**config.mk**
```make
export PLATFORM = sky130hd
export DESIGN_NAME = fsbm_ctrl
export DESIGN_NICKNAME = d
export VERILOG_FILES = /design/src/sv/fsbm_pkg.sv /design/src/sv/fsbm_ctrl.sv
export SDC_FILE = /design/constraint.sdc
export NUM_CORES = 1
export LEC_CHECK = 0
export BUFFER_PORTS_ARGS = -buffer_cell sky130_fd_sc_hd__buf_4
export CAP_MARGIN = 20
export CORE_AREA = 2 2 39 41
export CTS_BUF_LIST = sky130_fd_sc_hd__clkbuf_2
export CTS_CLUSTER_DIAMETER = 80
export DETAILED_ROUTE_END_ITERATION = 16
export DIE_AREA = 0 0 41 43
export MAX_ROUTING_LAYER = met4
export PLACE_DENSITY = 0.48
export SYNTH_ARGS = -nofsm -noshare
export SYNTH_HDL_FRONTEND = slang
export SYNTH_SLANG_ARGS = --single-unit
export TNS_END_PERCENT = 5
```
**constraint.sdc**
```tcl
create_clock -name clock -period 1.5 [get_ports clock]
set_clock_uncertainty 0.05 [all_clocks]
set_input_delay 0.225 -clock clock [delete_from_list [all_inputs] [get_ports clock]]
set_output_delay 0.225 -clock clock [all_outputs]
set_load 0.01 [all_outputs]
```
**src/sv/fsbm_pkg.sv**
```systemverilog
// ----------------------------------------------------------------------------
// Full-search block matcher package
// Shared constants, codes and the command and status bundles that join the
// controller and the datapath.
// ----------------------------------------------------------------------------
package fsbm_pkg;

   localparam int MAX_BLOCK_DEF = 16;
   localparam int MAX_RANGE_DEF = 16;

   localparam int OP_W       = 2;
   localparam int PIX_W      = 8;
   localparam int COORD_W    = 8;
   localparam int CFG_IDX_W  = 3;
   localparam int CFG_DATA_W = 12;
   localparam int BLK_CFG_W  = 5;
   localparam int FRM_W      = 12;
   localparam int SAD_OUT_W  = 16;
   localparam int MV_W       = 8;
   localparam int POS_W      = 16;

   localparam logic [BLK_CFG_W-1:0] BLOCK_WIDTH_RST  = 5'd16;
   localparam logic [BLK_CFG_W-1:0] BLOCK_HEIGHT_RST = 5'd16;
   localparam logic [BLK_CFG_W-1:0] SEARCH_RANGE_RST = 5'd16;
   localparam logic [FRM_W-1:0]     FRAME_WIDTH_RST  = 12'd1920;
   localparam logic [FRM_W-1:0]     FRAME_HEIGHT_RST = 12'd1080;

   typedef enum logic [OP_W-1:0] {
      OP_LOAD_CUR = 2'd0,
      OP_LOAD_WIN = 2'd1,
      OP_SEARCH   = 2'd2,
      OP_NOP      = 2'd3
   } op_type;

   typedef enum logic [CFG_IDX_W-1:0] {
      REG_BLOCK_WIDTH  = 3'd0,
      REG_BLOCK_HEIGHT = 3'd1,
      REG_SEARCH_RANGE = 3'd2,
      REG_FRAME_WIDTH  = 3'd3,
      REG_FRAME_HEIGHT = 3'd4
   } reg_type;

   typedef enum logic [2:0] {
      ST_IDLE,
      ST_CAND,
      ST_READ,
      ST_ACC,
      ST_SCORE,
      ST_OUT
   } state_type;

   typedef struct packed {
      logic load_cur;
      logic load_win;
      logic init;
      logic cand_start;
      logic cand_adv;
      logic rd;
      logic acc;
      logic score;
      logic out_load;
   } cmd_type;

   typedef struct packed {
      logic in_frame;
      logic last_cand;
      logic last_pix;
      logic out_free;
   } sts_type;

endpackage

```
**src/sv/fsbm_ctrl.sv**
```systemverilog
// ----------------------------------------------------------------------------
// Block matcher controller
// Sequences loads, the candidate scan, the pixel loop and the result hand-off.
// ----------------------------------------------------------------------------
module fsbm_ctrl import fsbm_pkg::*; (
   input  logic            clock,
   input  logic            reset,
   input  logic            req_valid,
   input  logic [OP_W-1:0] req_operation,
   output logic            req_ready,
   output cmd_type         cmd,
   input  sts_type         sts
);

   state_type state_ff, state_in;

   always_comb begin
      state_in = state_ff;
      unique case (state_ff)
         ST_IDLE: begin
            if (req_valid && req_operation == OP_SEARCH) state_in = ST_CAND;
         end
         ST_CAND: begin
            if (sts.in_frame) state_in = ST_READ;
            else if (sts.last_cand) state_in = ST_OUT;
         end
         ST_READ: state_in = ST_ACC;
         ST_ACC: begin
            if (sts.last_pix) state_in = ST_SCORE;
            else state_in = ST_READ;
         end
         ST_SCORE: begin
            if (sts.last_cand) state_in = ST_OUT;
            else state_in = ST_CAND;
         end
         ST_OUT: begin
            if (sts.out_free) state_in = ST_IDLE;
         end
         default: state_in = ST_IDLE;
      endcase
   end

   always_comb begin
      cmd       = '0;
      req_ready = 1'b0;
      unique case (state_ff)
         ST_IDLE: begin
            req_ready    = 1'b1;
            cmd.load_cur = req_valid && req_operation == OP_LOAD_CUR;
            cmd.load_win = req_valid && req_operation == OP_LOAD_WIN;
            cmd.init     = req_valid && req_operation == OP_SEARCH;
         end
         ST_CAND: begin
            cmd.cand_start = sts.in_frame;
            cmd.cand_adv   = !sts.in_frame;
         end
         ST_READ:  cmd.rd = 1'b1;
         ST_ACC:   cmd.acc = 1'b1;
         ST_SCORE: begin
            cmd.score    = 1'b1;
            cmd.cand_adv = 1'b1;
         end
         ST_OUT:   cmd.out_load = sts.out_free;
         default: ;
      endcase
   end

   always_ff @(posedge clock) begin
      if (reset) state_ff <= ST_IDLE;
      else state_ff <= state_in;
   end

endmodule

```
Yosys cells after proc, flatten, opt, wreduce, memory -nomap -nowiden:

Cells that the tools add are included.

* muxes and demuxes: 15
* reduce and logical (&&, ||, !) cells: 7
* eq/ne operators: 10

Operators with widths (number)
* 3-bit 2-to-1 mux: 7
* 3-bit one-hot mux with 6 select lines: 1
* 3-bit by 2-bit equality test with 1-bit output (second input constant): 2
* 3-bit equality test (second input constant): 2
* 1-bit 2-to-1 mux: 6
* 2-bit inequality test (second input constant): 2
* 3-bit by 1-bit equality test with 1-bit output (second input constant): 1
* 1-bit logical AND: 3
* 3-bit zero test: 1
* 3-bit inequality test (second input constant): 1
* 3-bit AND reduction: 1
* 2-bit by 1-bit equality test with 1-bit output (second input constant): 1
* 2-bit equality test (second input constant): 1
* 2-bit zero test: 1
* 1-bit one-hot mux with 2 select lines: 1
* 1-bit zero test: 1

* register bits: 3
* bits of input ports: 9
* output and inout bits: 10
* word-level logic and storage cells: 33

Longest topological paths before layout:

Gate-level depths: netlist of the first run.

* depth after elaboration: 4
* depth in mapped cells: 5
* depth with buffers taken out: 4

Worst setup path before layout of the first run:

OpenSTA, ideal clock, no wires.

* path kind: reg-to-output
* start point: register state_ff[1]
* end point: output port cmd[8] (netlist name)
* cell stages (with the launch flop): 4
* arrival time: 1233 ps
* required time: 1225 ps
* path slack: -8 ps
* path through: dfxtp_1 -> buf_6 -> or3_1 -> nor4b_1

RTL lines
* from (decl): RTL line fsbm_ctrl.sv:15 `state_type state_ff, state_in;`
* from (signal assigned): RTL line fsbm_ctrl.sv:70 `else state_ff <= state_in;`
* to (decl): RTL line fsbm_ctrl.sv:11 `output cmd_type cmd,`

==> results of run 1 <==
metal layers:
layer | GRT usage | share of wire | vias to the layer above
met3 | 0.04712 | 0.090 | 0
met5 | - | 0 | -
met2 | 0.1375 | 0.47 | 13
li1 | - | - | 189
met1 | 0.1438 | 0.44 | 158
met4 | 0.04000 | 0 | 0
metrics by stage:
step	total power (W)	cell area [um2]	worst slack, ns	setup TNS, ns	hold slack [ns]
finish	0.0003366	496.7	-0.04938	-0.09241	0.1659
global route	0.0003704	496.7	-0.1225	-0.3134	0.1442
CTS	0.0003376	479.2	-0.05192	-0.1139	0.1573
detailed placement	0.0002165	454.2	0.1238	0	0.3773
global placement	0.0002164	454.2	0.1303	0	0.3788
floorplan	0.0001608	297.8	0.05128	0	0.2518
path summary, 6_finish.rpt:
| path | start | to | slack [ns] | cells past startpoint |
|---|---|---|---|---|
| worst max-delay path | state_ff[0] | cmd[7] | -0.05 | 4 |
| worst min-delay path | reset | state_ff[1] | 0.17 | 2 |
| worst max register to register | state_ff[1] | state_ff[2] | 0.21 | 4 |
| worst min register to register | state_ff[2] | state_ff[1] | 0.55 | 2 |
repair_timing:
action,4_1_cts,5_1_grt
setup endpoints to repair,3,4
resized for setup,2,3
cloned,0,0
pin swaps,0,1
cells by family (layout without fill, tap and decap cells):
group                  count (synthesis)  after routing  share of synthesized area
buffers and inverters                  6             28                     0.1116
AND/OR/NAND/NOR                       23             23                     0.4421
AO/OA/AOI/OAI                          7              7                     0.2060
flip-flops                             3              3                     0.2060
multiplexers                           1              1                    0.03434
critical path: cells and delay by family, from the launching register on:
family	cells	cell delay, ns
DFF	1	0.30
buffers and inverters	2	0.19
and+or+nand+nor	2	0.58
final cells by class:
| type | count | area, um2 | area share |
|---|---|---|---|
| clock buffer | 4 | 20.02 | 0.04030 |
| sequential | 3 | 60.06 | 0.1209 |
| inverter | 3 | 11.26 | 0.02267 |
| timing repair buffer | 21 | 161.4 | 0.3249 |
| tap | 16 | 20.02 | 0.04030 |
| multi-input combinational | 31 | 224.0 | 0.4509 |
power groups by stage:
stage          sequential [W]  clock (W)  combinational [W]
3_3_place_gp        0.0000890          0           0.000127
6_report            0.0000881   0.000111           0.000137
2_1_floorplan       0.0000888          0          0.0000719
3_5_place_dp        0.0000891          0           0.000127
5_1_grt             0.0000880   0.000130           0.000152
4_1_cts             0.0000881   0.000117           0.000133
layout by cell type, fill, tap and decap left out:
master / netlist / layout
o21a_1: 1 / 1
nor3_2: 0 / 1
or3_4: 0 / 1
nand2b_4: 1 / 1
buf_4: 0 / 20
inv_1: 3 / 2
nor4b_4: 0 / 1
inv_2: 0 / 1
nor3b_1: 1 / 1
a21oi_1: 1 / 1
o2111ai_1: 1 / 1
dfxtp_1: 3 / 3
nand2_1: 3 / 3
nand2b_1: 3 / 3
nor4_1: 1 / 1
mux2i_1: 1 / 1
a2111o_1: 1 / 1
clkbuf_2: 0 / 4
buf_6: 1 / 1
a2bb2oi_1: 1 / 1
and4b_1: 1 / 1
nor2_1: 7 / 7
a211oi_2: 1 / 1
nor3_1: 4 / 3
a31oi_1: 1 / 1
==> summary.md, run 1 <==
| Metric | Value |
|---|---|
| Status | `complete, but fails checks` |
| Failing checks | `negative setup slack` |
| Initial antenna violation count | `0` |
| Seq/Total Area, Yosys | `0.2060` |
| Site Rows | `14` |
| Synth area leaders | `dfxtp_1, nor2_1, nor3_1` |
| Final HPWL from detailed placement | `603.7 um` |
| Routability Congestion | `between 0.7 and 0.8` |
| Largest area contributor in the netlist | `dfxtp_1` |
| Layout cells sized above 1 | `0.5000` |
| Core region area | `1384 um2` |
| Headroom to the max-slew limit | `0.8065` |
| Vias in the first global route | `roughly 310` |
| Crit-path cells | `or3_4 > inv_2 > and4b_1 > buf_4` |
| Crit. End Element | `output pin` |
| Switching fraction of total power | `0.3261` |
| Mapped Cells | `40` |
| Critical path startpoint category | `flop` |
| Vias after detailed routing | `360` |
| CTS max path bufs | `2` |
| Static Leak | `between 0.2 and 0.25 nW` |
| Drt wl/cell | `roughly 9.7 um` |
| Tmin final | `1.549 ns` |
| DRT iter0 DRCs | `1` |
| P_sw | `between 0.0001 and 0.00015 W` |
| CP max FO | `3` |
| Max reg flops | `3` |
| Max cap viols | `0` |
| Syn. warnings | `0` |
| Number of synthesized flops with an enable pin | `0` |
| Util after Layout | `0.3590` |
| Combinational power share | `0.407` |
| Synth top area share | `0.2060` |
| Net Count, Synth | `49` |
| PwrDens | `677.6 nW/um2` |
| Critical path class | `reg2out` |
| Dpl cells | `74` |
| Htree depth | `1` |
| Fin. Hold Viols | `0` |
| Largest regs | `state_ff: 3 flops` |
| CTS root buf | `clkbuf_2` |
| Most instantiated cells after synthesis | `nor2_1, nor3_1` |
| Power Internal | `0.0002268 W` |
| Syn_area_per_cell | `7.288 um2` |
| Count of cell types in the netlist | `22` |
| RSZ-0062 raised after global routing | `true` |
| Die Y | `approximately 43 um` |
| Die Wd | `41 um` |
| Max-slew violations | `0` |
| Non-filler cells, final | `between 70 and 80` |
| PortBufs | `18` |
| Count of unresolved DRC violations after routing | `0` |
| Diodes inserted | `0` |
| Num CTS Buffers | `3` |
| Crit path max-delay cell type | `or3_4` |
| Register with the most flip-flops | `state_ff` |
| Gr usage total | `0.1068` |
| I/O pin cnt | `19` |
| Part of the cycle the worst path needs | `1.033` |
| Flop pwr share | `0.262` |
| DRT Pass-1 Iters | `4` |
| Fmax | `645.4 MHz` |
| Critical Path AT | `approximately 1.3 ns` |
| Crit path largest cell delay | `~0.41 ns` |
| P&R area growth vs syn | `70.39%` |
| First-pass GRT wire length | `1.242 mm` |
| Fill cells | `150` |
| CTS tree | `built` |
| Clock slew at reported path FFs | `0.04 ns` |
| Congestion Overflow GR | `0` |
| Setup ws final | `-0.04938 ns` |
| Post-CTS setup buffers | `0` |
| Max VDD drop | `405.0 uV` |
| # hold bufs at CTS | `0` |
| Initial Utilization | `0.2107` |
| Worst-margin pin slew | `0.2876 ns` |
| Cell with the most instances after synthesis | `nor2_1` |
| Clock Power Share | `0.331` |
| Dominant synthesized flop cell | `dfxtp_1` |
| CP required | `1.22 ns` |
| Post-synth ARST share | `0` |
| Area of the die | `1763 um2` |
| Later-pin clock latency in the skew report | `0.20 ns` |
| Vias per cell | `roughly 4.6` |
| Post-layout net count | `72` |
| Largest net degree at the start of global routing | `12` |
| Routed wire length | `756 um` |
| FF+latch count, synth | `3` |
| Hold Path Class | `in2reg` |
| Synthesized area | `291.5 um2` |
| Remaining antenna violation count | `0` |
| CTS Sinks | `3` |
| # setup viols final | `2` |
Power figures use the tool's default switching activity.
==> inputs of run 2 (changes only) <==
CELL_PAD_IN_SITES_DETAIL_PLACEMENT = 0   (was not set)
CELL_PAD_IN_SITES_GLOBAL_PLACEMENT = 1   (was not set)
PLACE_DENSITY = 0.66   (was 0.48)
==> summary.md, run 2 (synthesis gave the netlist of run 1 again) <==
| Metric | Value |
|---|---|
| # setup viols final | `3` |
| Htree depth | `1` |
| Largest net degree at the start of global routing | `12` |
| Part of the cycle the worst path needs | `1.020` |
| Vias per cell | `approximately 4.8` |
| CTS tree | `built` |
| Vias after detailed routing | `approximately 370` |
| Tmin final | `1.529 ns` |
| Clock Power Share | `0.330` |
| Initial Utilization | `0.2107` |
| Die Wd | `just over 40 um` |
| Fmax | `653.8 MHz` |
| First-pass GRT wire length | `1.152 mm` |
| Largest regs | `state_ff: 3 flops` |
| Die Y | `43 um` |
| Worst-margin pin slew | `approximately 0.3 ns` |
| Initial antenna violation count | `0` |
| Static Leak | `approximately 0.22 nW` |
| Worst reg-to-reg setup slack | `0.20 ns` |
| Area of the die | `around 1800 um2` |
| Post-layout net count | `72` |
| DRT Pass-1 Iters | `4` |
| Critical Path AT | `around 1.3 ns` |
| Headroom to the max-slew limit | `0.7976` |
| Gr usage total | `0.09979` |
| CTS Sinks | `3` |
| Congestion Overflow GR | `0` |
| Drt wl/cell | `10.01 um` |
| Vias in the first global route | `327` |
| # hold bufs at CTS | `0` |
| Fin area | `479.2 um2` |
| CTS max path bufs | `2` |
| Critical path startpoint category | `flop` |
| Flop pwr share | `0.269` |
| Commonest cells after routing, fill and taps aside | `buf_4, nor2_1, nor3_1, clkbuf_2` |
| Site Rows | `14` |
| Core region area | `1384 um2` |
| DRT iter0 DRCs | `7` |
| Max VDD drop | `383.1 uV` |
| P_sw | `0.0001030 W` |
| RSZ-0062 raised after global routing | `true` |
| PortBufs | `18` |
| PwrDens | `683.2 nW/um2` |
| CP max FO | `3` |
| Later-pin clock latency in the skew report | `0.19 ns` |
| Layout cells sized above 1 | `0.4839` |
| CTS root buf | `clkbuf_2` |
| Diodes inserted | `0` |
| Crit. End Element | `output pin` |
| Failing checks | `negative setup slack` |
| Num CTS Buffers | `3` |
| Critical path class | `reg2out` |
| Register with the most flip-flops | `state_ff` |
| Max reg flops | `3` |
| Max cap viols | `0` |
| Clock slew at reported path FFs | `roughly 0.040 ns` |
| Final HPWL from detailed placement | `615.6 um` |
| Switching fraction of total power | `0.3146` |
| P&R area growth vs syn | `64.38%` |
| Routed wire length | `781 um` |
| Hold Path Class | `in2reg` |
| Placed Area | `between 400 and 500 um2` |
| Post-CTS setup buffers | `0` |
| Count of unresolved DRC violations after routing | `0` |
| Power Internal | `~0.00022 W` |
| Routability Congestion | `0.7231` |
| Commonest non-fill, non-tap cell in the layout | `buf_4` |
| Setup TNS | `-0.06523 ns` |
| Status | `complete, but fails checks` |
| Fin. Hold Viols | `0` |
| Max-slew violations | `0` |
| Setup ws final | `-0.02944 ns` |
| I/O pin cnt | `19` |
| Remaining antenna violation count | `0` |
| Combinational power share | `0.401` |
| CP required | `1.22 ns` |
==> run 2: changes by cell type in the layout (fill, tap and decap cells not counted) <==
cell	delta
buf_4	+1
buf_6	-1
nor3_1	+1
nor3_2	-1
nor4b_2	+1
nor4b_4	-1
==> run 2: through the flow <==
stage | setup slack (ns) | instances | power [W] | util | hold WS, ns
floorplan | 0.05128 | 40 | 0.0001608 | - | 0.2518
global placement | 0.1408 | 74 | 0.0002161 | 0.3282 | 0.3789
detailed placement | 0.1209 | 74 | 0.0002157 | 0.3282 | 0.3803
CTS | -0.04611 | 78 | 0.0003330 | 0.3463 | 0.1711
global route | -0.09077 | 78 | 0.0003504 | 0.3463 | 0.1733
finish | -0.02944 | 78 | 0.0003274 | 0.3463 | 0.1801
==> run 2: repair_timing <==
item,CTS,global route
pin swaps,1,0
setup endpoints to repair,3,3
resized for setup,2,0
cloned,0,0
==> run 2: power by group through the flow <==
stage | registers [W] | logic [W] | clock network, W
floorplan | 0.0000888 | 0.0000719 | 0
global placement | 0.0000889 | 0.000127 | 0
detailed placement | 0.0000888 | 0.000127 | 0
CTS | 0.0000880 | 0.000133 | 0.000112
global route | 0.0000881 | 0.000145 | 0.000117
finish | 0.0000880 | 0.000131 | 0.000108
==> run 2: final timing paths <==
| path | cells after the start | endpoint | start |
|---|---|---|---|
| worst min register to register | 2 | state_ff[1] | state_ff[2] |
| worst min-delay path | 2 | state_ff[1] | reset |
| worst max register to register | 4 | state_ff[2] | state_ff[1] |
| worst max-delay path | 3 | cmd[8] | state_ff[0] |
==> run 2: routing by layer <==
metal | wire length [um] | global-route usage
met1 | 320 | 0.1029
met2 | 391 | 0.1656
met3 | 69 | 0.01571
met4 | 0 | 0.06000
met5 | 0 | -
==> run 2: cell type report <==
| cell class | count | area, um2 |
|---|---|---|
| fill | 155 | 904.6 |
| clock buffer | 4 | 20.02 |
| sequential | 3 | 60.06 |
| inverter | 3 | 11.26 |
| tap | 16 | 20.02 |
| multi-input combinational | 31 | 210.2 |
| timing repair buffer | 21 | 157.7 |
==> run 2: worst max-delay path: stages, from the launching register on <==
cell	delay, ns
dfxtp_1	0.30
or3_4	0.40
nor4b_2	0.21
buf_4	0.16
==> inputs of run 3 (changes only) <==
REMOVE_ABC_BUFFERS = 1   (was not set)
SLEW_MARGIN = 25   (was not set)
clock period = 1.95 ns   (was 1.5 ns; I/O delays follow)
==> summary.md, run 3 (synthesis gave the netlist of run 1 again) <==
| Metric | Value |
|---|---|
| DRT Pass-1 Iters | `2` |
| Core region area | `1384 um2` |
| CP max FO | `11` |
| Site Rows | `14` |
| Tmin final | `1.810 ns` |
| PortBufs | `18` |
| Commonest cells after routing, fill and taps aside | `buf_4, nor2_1, nor3_1, clkbuf_2` |
| Htree depth | `1` |
| CTS max path bufs | `2` |
| Crit path max-delay cell type | `or3_1` |
| Initial Utilization | `0.2107` |
| Worst-margin pin slew | `~0.35 ns` |
| Fin. Hold Viols | `0` |
| Crit-path cells | `or3_1 > nor4b_1 > buf_4` |
| Final HPWL from detailed placement | `573.8 um` |
| Crit path capture | `cmd[8]` |
| Vias per cell | `roughly 4.5` |
| Crit path largest cell delay | `0.44 ns` |
| CTS tree | `built` |
| # hold bufs at CTS | `0` |
| Max-slew violations | `0` |
| Die Wd | `slightly above 40 um` |
| Worst reg-to-reg setup slack | `between 0.6 and 0.7 ns` |
| Gr usage total | `0.08727` |
| Fmax | `552.5 MHz` |
| Setup TNS | `0 ns` |
| Reg2Reg Launch Point | `state_ff[0]` |
| Initial antenna violation count | `0` |
| Worst r2r dst | `state_ff[2]` |
| Max VDD drop | `240.1 uV` |
| Remaining antenna violation count | `0` |
| Hold Path Class | `in2reg` |
| Count of unresolved DRC violations after routing | `0` |
| Congestion Overflow GR | `0` |
| DRT iter0 DRCs | `1` |
| # setup viols final | `0` |
| Layout cells sized above 1 | `0.4167` |
| Post-layout net count | `70` |
| Vias after detailed routing | `between 300 and 400` |
| CP required | `1.61 ns` |
| Vias in the first global route | `271` |
| Critical path class | `reg2out` |
| Crit. End Element | `output pin` |
| Total design power | `0.0002399 W` |
| I/O pin cnt | `19` |
| CTS root buf | `clkbuf_2` |
| Num CTS Buffers | `3` |
| Status | `finished clean` |
| Routability Congestion | `about 0.73` |
| Static Leak | `0.2043 nW` |
| Post-CTS setup buffers | `0` |
| Register with the most flip-flops | `state_ff` |
| P&R area growth vs syn | `55.36%` |
| Drt wl/cell | `between 9 and 10 um` |
| Worst Setup SP | `state_ff[0]` |
| Diodes inserted | `0` |
| Commonest non-fill, non-tap cell in the layout | `buf_4` |
| Area of the die | `1763 um2` |
| CTS resizes | `0` |
| CTS Sinks | `3` |
| Headroom to the max-slew limit | `0.7645` |
| RSZ-0062 raised after global routing | `false` |
| First-pass GRT wire length | `1.035 mm` |
| Max cap viols | `0` |
| Fill cells | `153` |
| Critical path startpoint category | `flop` |
| Later-pin clock latency in the skew report | `0.19 ns` |
| R2R depth | `4` |
| Largest regs | `state_ff: 3 flops` |
| PwrDens | `529.7 nW/um2` |
| Critical Path AT | `between 1 and 1.5 ns` |
| Max reg flops | `3` |
| Clock slew at reported path FFs | `0.04 ns` |
| Routed wire length | `705 um` |
| Part of the cycle the worst path needs | `0.9281` |
| Largest net degree at the start of global routing | `12` |
| Die Y | `between 40 and 50 um` |
-- run 3: final cells by class --
class,count,area [um2],share of cell area
multi-input cells,31,198.9,0.4392
inverters,3,11.26,0.02486
well taps,16,20.02,0.04420
flip-flops and latches,3,60.06,0.1326
repair buffers,19,142.6,0.3149
clock buffers,4,20.02,0.04420
-- run 3: critical path, delay by kind of cell (launching register included) --
kind / cells / cell delay (ns)
flops: 1 / 0.40
buf+inv: 1 / 0.17
simple gates: 2 / 0.70
-- run 3: through the flow --
step / setup slack, ns / cells / hold slack, ns / util / area (um2)
2_1_floorplan: 0.3662 / 37 / 0.3193 / - / 270.3
3_3_place_gp: 0.3490 / 72 / 0.4498 / 0.3128 / 432.9
3_5_place_dp: 0.3465 / 72 / 0.4493 / 0.3128 / 432.9
4_1_cts: 0.1191 / 76 / 0.2287 / 0.3273 / 452.9
5_1_grt: 0.04217 / 76 / 0.2263 / 0.3273 / 452.9
6_report: 0.1402 / 76 / 0.2439 / 0.3273 / 452.9
-- run 3: worst min-delay path by stage --
| stage | startpoint | end | slack, ns | depth (start not counted) |
|---|---|---|---|---|
| after floorplan | reset | state_ff[1] | 0.32 | 1 |
| after global placement | reset | state_ff[1] | 0.45 | 2 |
| after detailed placement | reset | state_ff[0] | 0.45 | 2 |
| after CTS | reset | state_ff[1] | 0.23 | 2 |
| after global routing | reset | state_ff[0] | 0.23 | 2 |
| final | reset | state_ff[1] | 0.24 | 2 |
-- run 3: layer usage --
layer	vias up	GRT usage	part of all wire
met2	13	0.1281	0.41
li1	188	-	-
met1	144	0.09904	0.46
met3	0	0.03665	0.12
met4	0	0.04000	0
met5	-	-	0
-- run 3: power breakdown --
part / leakage [nW] / switching (W) / internal, W
logic: 0.163 / 0.0000365 / 0.0000442
clock network: 0.0166 / 0.0000295 / 0.0000541
registers: 0.0244 / 0.00000980 / 0.0000659
